**config.mk**
```make
export PLATFORM = sky130hd
export DESIGN_NAME = scan_disk_scheduler_core
export DESIGN_NICKNAME = d
export VERILOG_FILES = /design/src/sds_pkg.sv /design/src/scan_disk_scheduler_core.sv /design/src/sds_cell.sv /design/src/sds_chain.sv /design/src/sds_move.sv
export SDC_FILE = /design/constraint.sdc
export NUM_CORES = 2
export LEC_CHECK = 0
export ABC_AREA = 1
export BUFFER_PORTS_ARGS = -buffer_cell sky130_fd_sc_hd__buf_2
export CORE_ASPECT_RATIO = 1.25
export CORE_MARGIN = 5
export CORE_UTILIZATION = 35
export DETAILED_ROUTE_END_ITERATION = 10
export GPL_ROUTABILITY_DRIVEN = 1
export GPL_TIMING_DRIVEN = 0
export HOLD_SLACK_MARGIN = 0.06
export SLEW_MARGIN = 5
export SYNTH_ARGS = -nofsm -noshare
export SYNTH_HDL_FRONTEND = slang
export SYNTH_SLANG_ARGS = --single-unit
```
**constraint.sdc**
```tcl
create_clock -name clk -period 4.65 [get_ports clk]
set_input_delay 0.93 -clock clk [delete_from_list [all_inputs] [get_ports clk]]
set_output_delay 0.93 -clock clk [all_outputs]
set_load 0.05 [all_outputs]
```
**src/sds_pkg.sv**
```systemverilog
// Package for the SCAN disk scheduler: sizes, cell and sequencer types,
// configuration register map. No dependencies.
package sds_pkg;

	localparam int MAX_REQUESTS = 32;
	localparam int CYL_WIDTH    = 16;
	localparam int FIELD_W      = 16;
	localparam int CNT_W        = $clog2(MAX_REQUESTS + 1);
	localparam int MOVE_W       = 18;
	localparam int SUM_W        = ((MOVE_W > CYL_WIDTH) ? MOVE_W : CYL_WIDTH) + 1;
	localparam int ADDR_W       = 4;
	localparam int REG_IDX_W    = 2;
	localparam int DATA_W       = 32;

	localparam logic [MOVE_W-1:0] MOVE_MAX = {MOVE_W{1'b1}};

	localparam logic [REG_IDX_W-1:0] REG_CYL_COUNT  = 2'd0;
	localparam logic [REG_IDX_W-1:0] REG_START_POS  = 2'd1;
	localparam logic [REG_IDX_W-1:0] REG_SWEEP_DOWN = 2'd2;

	localparam logic [FIELD_W-1:0] CYL_COUNT_RESET = 16'hFFFF;

	typedef logic [CYL_WIDTH-1:0] cyl_t;

	typedef struct packed {
		logic valid;
		cyl_t cyl;
	} cell_t;

	typedef enum logic [1:0] {
		CELL_HOLD,
		CELL_INSERT,
		CELL_SHIFT_DN,
		CELL_SHIFT_UP
	} cell_op_t;

	typedef struct packed {
		logic valid;
		logic first;
		logic done;
		logic ovf;
		cyl_t cyl;
	} emit_t;

endpackage

```
**src/scan_disk_scheduler_core.sv**
```systemverilog
// SCAN (elevator) disk scheduler: request loading, batch sequencer and
// configuration registers. Depends on sds_pkg, sds_chain, sds_move.
//
// Requests are taken one per cycle while busy is low and kept sorted in an
// insertion chain of 32 cells. A request with last_request set starts the
// schedule and raises busy: the chain first hands every request below the
// head to a second chain used as a stack and drops those on the head, then
// one result leaves per cycle within each phase of the sweep. Each result
// is held until the sequencer picks the entry after it (or closes the batch)
// and leaves once that pick has passed the s1, s2 and output registers of
// sds_move; each is on result_valid for a single cycle and the receiver
// cannot stall. Requests beyond 32 in a batch are dropped and flagged on
// every result of that batch.
module scan_disk_scheduler_core (
	input  logic                          clk,
	input  logic                          arst_n,
	input  logic                          psel,
	input  logic                          penable,
	input  logic                          pwrite,
	input  logic [sds_pkg::ADDR_W-1:0]    paddr,
	input  logic [sds_pkg::DATA_W-1:0]    pwdata,
	output logic [sds_pkg::DATA_W-1:0]    prdata,
	output logic                          pready,
	input  logic                          start,
	output logic                          busy,
	input  logic [sds_pkg::FIELD_W-1:0]   request_cylinder,
	input  logic                          last_request,
	output logic                          result_valid,
	output logic [sds_pkg::FIELD_W-1:0]   seek_cylinder,
	output logic [sds_pkg::MOVE_W-1:0]    head_movement,
	output logic                          final_entry,
	output logic                          overflow
);

	typedef enum logic [2:0] {
		S_LOAD,
		S_SPLIT,
		S_UP,
		S_POS,
		S_STACK,
		S_ZERO,
		S_CHAIN,
		S_DONE
	} state_t;

	state_t                         state_q;
	logic [sds_pkg::CNT_W-1:0]      count_q;
	logic                           dropped_q;
	logic                           pos_pend_q, top_pend_q, first_q;
	logic [sds_pkg::FIELD_W-1:0]    cyl_count_q, start_pos_q;
	logic                           sweep_down_q;

	logic [sds_pkg::REG_IDX_W-1:0]  reg_idx;
	logic                           cfg_wr, accept, emitting;
	sds_pkg::cyl_t                  pos, top, cnt;
	sds_pkg::cell_op_t              sort_op, stack_op;
	sds_pkg::cell_t                 sort_head, stack_head;
	sds_pkg::emit_t                 emit;

	// configuration port
	assign pready  = 1'b1;
	assign reg_idx = paddr[sds_pkg::ADDR_W-1:2];
	assign cfg_wr  = psel && penable && pwrite && pready;

	always_comb begin
		case (reg_idx)
			sds_pkg::REG_CYL_COUNT:  prdata = sds_pkg::DATA_W'(cyl_count_q);
			sds_pkg::REG_START_POS:  prdata = sds_pkg::DATA_W'(start_pos_q);
			sds_pkg::REG_SWEEP_DOWN: prdata = sds_pkg::DATA_W'(sweep_down_q);
			default:                 prdata = '0;
		endcase
	end

	always_ff @(posedge clk or negedge arst_n) begin
		if (!arst_n) begin
			cyl_count_q  <= sds_pkg::CYL_COUNT_RESET;
			start_pos_q  <= '0;
			sweep_down_q <= 1'b0;
		end else if (cfg_wr) begin
			case (reg_idx)
				sds_pkg::REG_CYL_COUNT:  cyl_count_q  <= pwdata[sds_pkg::FIELD_W-1:0];
				sds_pkg::REG_START_POS:  start_pos_q  <= pwdata[sds_pkg::FIELD_W-1:0];
				sds_pkg::REG_SWEEP_DOWN: sweep_down_q <= pwdata[0];
				default: begin
				end
			endcase
		end
	end

	assign pos = sds_pkg::CYL_WIDTH'(start_pos_q);
	assign cnt = sds_pkg::CYL_WIDTH'(cyl_count_q);
	assign top = (cnt == '0) ? '0 : cnt - 1'b1;

	assign busy   = (state_q != S_LOAD);
	assign accept = start && !busy;

	sds_chain u_sort (
		.clk   (clk),
		.arst_n(arst_n),
		.op    (sort_op),
		.x     (sds_pkg::CYL_WIDTH'(request_cylinder)),
		.head  (sort_head)
	);

	sds_chain u_stack (
		.clk   (clk),
		.arst_n(arst_n),
		.op    (stack_op),
		.x     (sort_head.cyl),
		.head  (stack_head)
	);

	// sequencer datapath
	always_comb begin
		sort_op    = sds_pkg::CELL_HOLD;
		stack_op   = sds_pkg::CELL_HOLD;
		emit.valid = 1'b0;
		emit.first = first_q;
		emit.done  = 1'b0;
		emit.ovf   = dropped_q;
		emit.cyl   = pos;
		case (state_q)
			S_LOAD: begin
				if (accept && (count_q < sds_pkg::CNT_W'(sds_pkg::MAX_REQUESTS))) begin
					sort_op = sds_pkg::CELL_INSERT;
				end
			end
			S_SPLIT: begin
				if (sort_head.valid && (sort_head.cyl <= pos)) begin
					sort_op = sds_pkg::CELL_SHIFT_DN;
					if (sort_head.cyl < pos) begin
						stack_op = sds_pkg::CELL_SHIFT_UP;
					end
				end
			end
			S_UP: begin
				if (pos_pend_q) begin
					emit.valid = 1'b1;
					emit.cyl   = (top_pend_q && (top < pos)) ? top : pos;
				end else if (top_pend_q && (!sort_head.valid || (top <= sort_head.cyl))) begin
					emit.valid = 1'b1;
					emit.cyl   = top;
				end else if (sort_head.valid) begin
					emit.valid = 1'b1;
					emit.cyl   = sort_head.cyl;
					sort_op    = sds_pkg::CELL_SHIFT_DN;
				end
			end
			S_POS: begin
				emit.valid = 1'b1;
				emit.cyl   = pos;
			end
			S_STACK: begin
				if (stack_head.valid) begin
					emit.valid = 1'b1;
					emit.cyl   = stack_head.cyl;
					stack_op   = sds_pkg::CELL_SHIFT_DN;
				end
			end
			S_ZERO: begin
				emit.valid = 1'b1;
				emit.cyl   = '0;
			end
			S_CHAIN: begin
				if (sort_head.valid) begin
					emit.valid = 1'b1;
					emit.cyl   = sort_head.cyl;
					sort_op    = sds_pkg::CELL_SHIFT_DN;
				end
			end
			S_DONE: begin
				emit.done = 1'b1;
			end
			default: begin
			end
		endcase
	end

	assign emitting = emit.valid;

	always_ff @(posedge clk or negedge arst_n) begin
		if (!arst_n) begin
			state_q    <= S_LOAD;
			count_q    <= '0;
			dropped_q  <= 1'b0;
			pos_pend_q <= 1'b0;
			top_pend_q <= 1'b0;
			first_q    <= 1'b0;
		end else begin
			if (emitting) begin
				first_q <= 1'b0;
			end
			case (state_q)
				S_LOAD: begin
					if (accept) begin
						if (count_q < sds_pkg::CNT_W'(sds_pkg::MAX_REQUESTS)) begin
							count_q <= count_q + 1'b1;
						end else begin
							dropped_q <= 1'b1;
						end
						if (last_request) begin
							state_q <= S_SPLIT;
						end
					end
				end
				S_SPLIT: begin
					if (!(sort_head.valid && (sort_head.cyl <= pos))) begin
						first_q <= 1'b1;
						if (sweep_down_q) begin
							state_q <= S_POS;
						end else begin
							state_q    <= S_UP;
							pos_pend_q <= 1'b1;
							top_pend_q <= stack_head.valid;
						end
					end
				end
				S_UP: begin
					if (pos_pend_q) begin
						if (top_pend_q && (top < pos)) begin
							top_pend_q <= 1'b0;
						end else begin
							pos_pend_q <= 1'b0;
						end
					end else if (top_pend_q &&
					             (!sort_head.valid || (top <= sort_head.cyl))) begin
						top_pend_q <= 1'b0;
					end else if (!sort_head.valid) begin
						state_q <= S_STACK;
					end
				end
				S_POS: begin
					state_q <= S_STACK;
				end
				S_STACK: begin
					if (!stack_head.valid) begin
						state_q <= sort_head.valid ? S_ZERO : S_DONE;
					end
				end
				S_ZERO: begin
					state_q <= S_CHAIN;
				end
				S_CHAIN: begin
					if (!sort_head.valid) begin
						state_q <= S_DONE;
					end
				end
				S_DONE: begin
					count_q   <= '0;
					dropped_q <= 1'b0;
					state_q   <= S_LOAD;
				end
				default: begin
					state_q <= S_LOAD;
				end
			endcase
		end
	end

	sds_move u_move (
		.clk          (clk),
		.arst_n       (arst_n),
		.emit         (emit),
		.start_pos    (pos),
		.result_valid (result_valid),
		.seek_cylinder(seek_cylinder),
		.head_movement(head_movement),
		.final_entry  (final_entry),
		.overflow     (overflow)
	);

endmodule

```
**src/sds_cell.sv**
```systemverilog
// One cell of a cylinder chain: holds one value, inserts in order, shifts
// toward either neighbor. Depends on sds_pkg.
module sds_cell (
	input  logic             clk,
	input  logic             arst_n,
	input  sds_pkg::cell_op_t op,
	input  sds_pkg::cyl_t    x,
	input  sds_pkg::cell_t   lo,
	input  logic             lo_gt,
	input  sds_pkg::cell_t   hi,
	output sds_pkg::cell_t   q,
	output logic             gt
);

	logic           valid_q;
	sds_pkg::cyl_t  cyl_q;
	sds_pkg::cell_t nxt;

	assign q.valid = valid_q;
	assign q.cyl   = cyl_q;

	// new value belongs at or below this cell
	assign gt = !valid_q || (x < cyl_q);

	always_comb begin
		nxt = q;
		case (op)
			sds_pkg::CELL_HOLD: begin
				nxt = q;
			end
			sds_pkg::CELL_INSERT: begin
				if (gt) begin
					if (lo_gt) begin
						nxt = lo;
					end else begin
						nxt.valid = 1'b1;
						nxt.cyl   = x;
					end
				end
			end
			sds_pkg::CELL_SHIFT_DN: begin
				nxt = hi;
			end
			sds_pkg::CELL_SHIFT_UP: begin
				nxt = lo;
			end
			default: begin
				nxt = q;
			end
		endcase
	end

	always_ff @(posedge clk or negedge arst_n) begin
		if (!arst_n) begin
			valid_q <= 1'b0;
		end else begin
			valid_q <= nxt.valid;
		end
	end

	always_ff @(posedge clk) begin
		cyl_q <= nxt.cyl;
	end

endmodule

```
**src/sds_chain.sv**
```systemverilog
// Row of sds_cell instances; cell 0 is the access end (smallest value for
// the sorted chain, top of stack for the stack). Depends on sds_pkg, sds_cell.
module sds_chain (
	input  logic              clk,
	input  logic              arst_n,
	input  sds_pkg::cell_op_t op,
	input  sds_pkg::cyl_t     x,
	output sds_pkg::cell_t    head
);

	sds_pkg::cell_t                    cells [sds_pkg::MAX_REQUESTS];
	logic [sds_pkg::MAX_REQUESTS-1:0]  gt;
	sds_pkg::cell_t                    entry;
	sds_pkg::cell_t                    empty;

	assign entry.valid = 1'b1;
	assign entry.cyl   = x;
	assign empty.valid = 1'b0;
	assign empty.cyl   = '0;

	assign head = cells[0];

	for (genvar i = 0; i < sds_pkg::MAX_REQUESTS; i++) begin : g_cell
		sds_pkg::cell_t lo;
		sds_pkg::cell_t hi;
		logic           lo_gt;

		if (i == 0) begin : g_bot
			assign lo    = entry;
			assign lo_gt = 1'b0;
		end else begin : g_mid
			assign lo    = cells[i-1];
			assign lo_gt = gt[i-1];
		end

		if (i == sds_pkg::MAX_REQUESTS - 1) begin : g_top
			assign hi = empty;
		end else begin : g_below
			assign hi = cells[i+1];
		end

		sds_cell u_cell (
			.clk   (clk),
			.arst_n(arst_n),
			.op    (op),
			.x     (x),
			.lo    (lo),
			.lo_gt (lo_gt),
			.hi    (hi),
			.q     (cells[i]),
			.gt    (gt[i])
		);
	end

endmodule

```
**src/sds_move.sv**
```systemverilog
// Result pipeline: seek distance, saturating running head movement, and the
// one-deep hold that marks the final entry of a batch. Depends on sds_pkg.
module sds_move (
	input  logic                         clk,
	input  logic                         arst_n,
	input  sds_pkg::emit_t               emit,
	input  sds_pkg::cyl_t                start_pos,
	output logic                         result_valid,
	output logic [sds_pkg::FIELD_W-1:0]  seek_cylinder,
	output logic [sds_pkg::MOVE_W-1:0]   head_movement,
	output logic                         final_entry,
	output logic                         overflow
);

	logic                         valid_s1, first_s1, done_s1, ovf_s1;
	sds_pkg::cyl_t                cyl_s1;
	logic                         valid_s2, first_s2, done_s2, ovf_s2;
	sds_pkg::cyl_t                cyl_s2, diff_s2;
	sds_pkg::cyl_t                prev_q;
	logic                         hold_valid_q, hold_ovf_q;
	sds_pkg::cyl_t                hold_cyl_q;
	logic [sds_pkg::MOVE_W-1:0]   mov_q;
	logic                         out_valid_q, out_final_q, out_ovf_q;
	logic [sds_pkg::FIELD_W-1:0]  out_cyl_q;
	logic [sds_pkg::MOVE_W-1:0]   out_mov_q;

	sds_pkg::cyl_t                base_head, diff;
	logic [sds_pkg::MOVE_W-1:0]   base_mov, mov_next;
	logic [sds_pkg::SUM_W-1:0]    sum;

	assign base_head = first_s1 ? start_pos : prev_q;
	assign diff      = (cyl_s1 >= base_head) ? (cyl_s1 - base_head) : (base_head - cyl_s1);

	assign base_mov  = first_s2 ? '0 : mov_q;
	assign sum       = sds_pkg::SUM_W'(base_mov) + sds_pkg::SUM_W'(diff_s2);
	assign mov_next  = (sum > sds_pkg::SUM_W'(sds_pkg::MOVE_MAX)) ? sds_pkg::MOVE_MAX
	                 : sds_pkg::MOVE_W'(sum);

	always_ff @(posedge clk or negedge arst_n) begin
		if (!arst_n) begin
			valid_s1     <= 1'b0;
			done_s1      <= 1'b0;
			valid_s2     <= 1'b0;
			done_s2      <= 1'b0;
			hold_valid_q <= 1'b0;
			out_valid_q  <= 1'b0;
		end else begin
			valid_s1 <= emit.valid;
			done_s1  <= emit.done;
			valid_s2 <= valid_s1;
			done_s2  <= done_s1;
			if (valid_s2) begin
				hold_valid_q <= 1'b1;
			end else if (done_s2) begin
				hold_valid_q <= 1'b0;
			end
			out_valid_q <= hold_valid_q && (valid_s2 || done_s2);
		end
	end

	always_ff @(posedge clk) begin
		first_s1 <= emit.first;
		ovf_s1   <= emit.ovf;
		cyl_s1   <= emit.cyl;
		if (valid_s1) begin
			prev_q <= cyl_s1;
		end
		first_s2 <= first_s1;
		ovf_s2   <= ovf_s1;
		cyl_s2   <= cyl_s1;
		diff_s2  <= diff;
		if (valid_s2) begin
			hold_cyl_q <= cyl_s2;
			hold_ovf_q <= ovf_s2;
			mov_q      <= mov_next;
		end
		out_final_q <= done_s2;
		out_cyl_q   <= sds_pkg::FIELD_W'(hold_cyl_q);
		out_mov_q   <= mov_q;
		out_ovf_q   <= hold_ovf_q;
	end

	assign result_valid  = out_valid_q;
	assign seek_cylinder = out_cyl_q;
	assign head_movement = out_mov_q;
	assign final_entry   = out_final_q;
	assign overflow      = out_ovf_q;

endmodule

```
==> reports/metrics.yaml <==
outcome:
  status: "finished with violations"
  failed_checks: "max-capacitance violations, max-slew violations, negative setup slack"
timing:
  clock_skew_ns: 0.0650
  setup_tns_ns: -4.96
  drv_slew: 22
  fmax_ghz: 0.211
  timing.slew.headroom: -0.0327
  hold_viol_final: 0
  rsz0062_at_grt: "true"
  setup_viol: 140
  tightest_slew_ns: 1.55
  period_minus_slack_ns: 4.74
  fin_ws_ns: -0.0927
  fin_crit_sh: 1.02
  worst_hold_slack_ns: 0.154
drt:
  via_per_inst: 5.64
  routedWlPerCell_microns: 24.3
  vias: 84400
  ant_nets: 0
  drtPass1Iterations: 7
  drt_wl_total_microns: 363000
  drc: 0
  first_iter_violations: 8470
floorplanning:
  die_area_sq_um: 271000
  start_util: 0.351
  ios: 130
  core.rowCount: 209
  die-height_microns: 581
  coreArea_sq_um: 259000
  die_w_microns: 466
placed_design:
  dp.cells: 14600
  gp_congestion: 0.940
  io_buffers: 93
  dp_hpwl_microns: 273000
  dpl_cell_area_sq_um: 97400
clock_tree:
  cts_tree: "done"
  clock-sinks: 1279
  clk_pin_slew_ns: 0.06
  root_buffer: "clkbuf_16"
  insertion_delay_ns: 0.85
  cts_buffers: 153
  ctsHoldBuffers: 0
  cts_buffer_depth: 3
  htree_levels: 4
critical_path:
  crit_end: "u_stack.g_cell[19].u_cell.cyl_q[9]"
  startpoint_type: "flop"
  worstPathRequired_ns: 5.00
  end_kind: "flop"
  arrival_ns: 5.09
  worstPathMaxFanout: 16
  r2r-end: "u_stack.g_cell[19].u_cell.cyl_q[9]"
  r2r-start: "u_sort.g_cell[0].u_cell.cyl_q[0]"
  cp-startpoint: "u_sort.g_cell[0].u_cell.cyl_q[0]"
  critPathKind: "reg2reg"
  r2r_slack_ns: -0.09
  reg2reg_depth: 13
global_routing:
  gr-usage-all-layers: 0.257
  grt_pass1_wl_microns: 524000
  grt-ovfl-total: 0
  grt_pass1_vias: 80700
  grt_max_degree: 63
  antenna_found_initial: 18
power:
  power_leakage_nw: 45.2
  p_per_area_nw_per_um2: 742
  finalPower_mw: 76.7
  vdd_drop_max_mv: 0.465
yosys:
  ys_types: 59
  avgSynthCellArea_sq_um: 8.29
  synth_edf_count: 1075
  synth_area_sq_um: 91100
  synth_ff_type: "edfxtp_1"
  yosysWarnings: 0
  yosysSeqAreaShare: 0.406
  ys_async_sr_fraction: 0.0907
  postSynthCellCount: 11000
  synth_seq_cells: 1279
hold_path:
  hold_path.class: "in2async"
finish:
  fin_cells: 15000
  final_cell_area_sq_um: 103000
  drive_above_1_share: 0.0604
  layout.nets: 12500
  syn2layout_area_growth_pct: 13.5
flow_run:
  max_cap_viol_count: 2
-- sequential cells by signal (all words and copies together), names as in the netlist, 3 cells and up --
signal	cells
u_move.cyl_s1	16
pos	16
u_move.mov_q	18
count_q	6
cnt	16
u_move.prev_q	16
u_stack.g_cell.u_cell.cyl_q	512
u_move.hold_cyl_q	16
state_q	3
u_move.cyl_s2	16
u_sort.g_cell.u_cell.valid_q	32
u_move.diff_s2	16
u_move.seek_cylinder	16
u_sort.g_cell.u_cell.cyl_q	512
u_stack.g_cell.u_cell.valid_q	32
u_move.head_movement	18
-- through the flow --
step           setup slack [ns]   util
6_report                -0.0927  0.399
5_1_grt                 -0.0431  0.399
4_1_cts                 0.00115  0.396
3_5_place_dp              -1.65  0.376
3_3_place_gp              -2.86  0.370
2_1_floorplan             0.913      -
-- final cells by class --
type / count / area (sq um)
flip-flops and latches: 1279 / 37000
repair buffers: 183 / 2390
well taps: 3481 / 4360
fillers: 26600 / 156000
multi-input cells: 7658 / 46200
clock buffers: 203 / 4230
plain buffers: 646 / 2940
inverters: 1429 / 5460
clock inverters: 83 / 845
diodes: 13 / 32.5
-- critical path, stage by stage (launching register included) --
cell and delay, ns:
edfxtp_1 0.42, clkbuf_2 0.51, clkinvlp_4 0.37, ha_1 0.27
inv_1 0.05, a21oi_1 0.05, o21a_1 0.16, o221ai_1 0.15
nand3_1 0.09, nand3_1 0.10, inv_1 0.06, nand2_2 0.38
clkbuf_1 0.78, nand2_1 0.80
-- cell families after synthesis --
kind of cell	synth area share
AOI/OAI and AO/OA	0.221
xor gates and xnor gates	0.00307
adders and majority gates	0.143
buffers and inverters	0.0903
DFF	0.406
muxes	0.000329
other	0.0000824
and+or+nand+nor	0.137
-- cell usage after synthesis, drive strengths merged, types with 3 or more instances --
cell     number  area share
xor2         21      0.0020
fa            3     0.00066
o31ai        32      0.0026
nor4         14     0.00096
dfrtp       100       0.027
o21ai      1402       0.077
ha         1040        0.14
xnor2        11      0.0011
nor2        520       0.022
a221oi       16      0.0015
a31oi         4     0.00027
nand4        60      0.0041
dfstp        16      0.0046
a21boi       28      0.0023
nand2      2320       0.096
a21o         25      0.0021
or2           3     0.00021
inv        1423       0.059
dfxtp        88       0.019
clkbuf      504       0.021
edfxtp     1075        0.35
a22oi       496       0.041
nand3b        4     0.00033
a211oi        4     0.00033
mux2i         3     0.00033
o22ai        12     0.00082
buf         144       0.011
o221ai       17      0.0016
o211ai      527       0.043
nor3         48      0.0026
clkinv        6     0.00025
o2111ai      19      0.0018
a21oi       779       0.043
nand3       192       0.011
o21a         28      0.0023
-- layer usage --
layer  GRT usage  part of all wire  vias up
li1            -                 -    39100
met1       0.299              0.37    39900
met2       0.430              0.47     4091
met3      0.0445             0.078     1285
met4       0.180             0.082       12
met5           0           0.00018        -
-- report_power, final --
part | switching, mW | total [mW] | internal (mW)
Combinational | 27.1 | 40.8 | 13.7
Sequential | 3.62 | 23.6 | 19.9
Clock | 5.44 | 12.4 | 6.96
Total | 36.2 | 76.7 | 40.5
-- cell usage in the layout (no fill, tap or decap), types with 21 or more instances in the layout --
| cell | netlist | routed |
|---|---|---|
| nand2_1 | 2314 | 2308 |
| edfxtp_1 | 1075 | 1075 |
| clkbuf_2 | 0 | 59 |
| buf_6 | 22 | 23 |
| clkbuf_16 | 0 | 155 |
| o31ai_1 | 32 | 32 |
| buf_12 | 1 | 24 |
| clkbuf_1 | 504 | 474 |
| o21a_1 | 28 | 28 |
| o21ai_1 | 527 | 527 |
| nand4_1 | 60 | 60 |
| a21o_1 | 25 | 25 |
| buf_1 | 31 | 30 |
| a21oi_1 | 777 | 766 |
| clkinv_1 | 6 | 30 |
| dfrtp_1 | 100 | 99 |
| nand3_1 | 191 | 184 |
| buf_2 | 48 | 129 |
| clkinvlp_4 | 0 | 29 |
| nor2_1 | 514 | 503 |
| dfxtp_1 | 88 | 88 |
| o21ai_0 | 875 | 875 |
| ha_1 | 1040 | 1040 |
| o211ai_1 | 527 | 527 |
| a21boi_0 | 28 | 28 |
| buf_16 | 0 | 44 |
| clkinv_2 | 0 | 31 |
| buf_4 | 38 | 63 |
| nor3_1 | 48 | 46 |
| inv_1 | 1419 | 1390 |
| a22oi_1 | 496 | 496 |
| xor2_1 | 21 | 21 |
-- how the worst min path moves through the flow --
stage / startpoint / endpoint / slack, ns / cells after the start
floorplan: u_move.ovf_s1 / u_move.ovf_s2 / 0.31 / 0
global placement: u_move.ovf_s1 / u_move.ovf_s2 / 0.31 / 0
detailed placement: u_move.ovf_s1 / u_move.ovf_s2 / 0.32 / 0
CTS: arst_n / pos[13] / 0.11 / 1
global route: arst_n / pos[1] / 0.17 / 1
finish: arst_n / u_sort.g_cell[4].u_cell.valid_q / 0.15 / 1
-- repair_timing --
| item | 4_1_cts | 5_1_grt |
|---|---|---|
| endpoints found under the setup margin | 2099 | 1376 |
| pin swaps | 0 | 2 |
| setup buffers | 13 | 22 |
| cloned | 0 | 1 |
| resized for setup | 46 | 123 |
(Power assumes the default switching activity.)
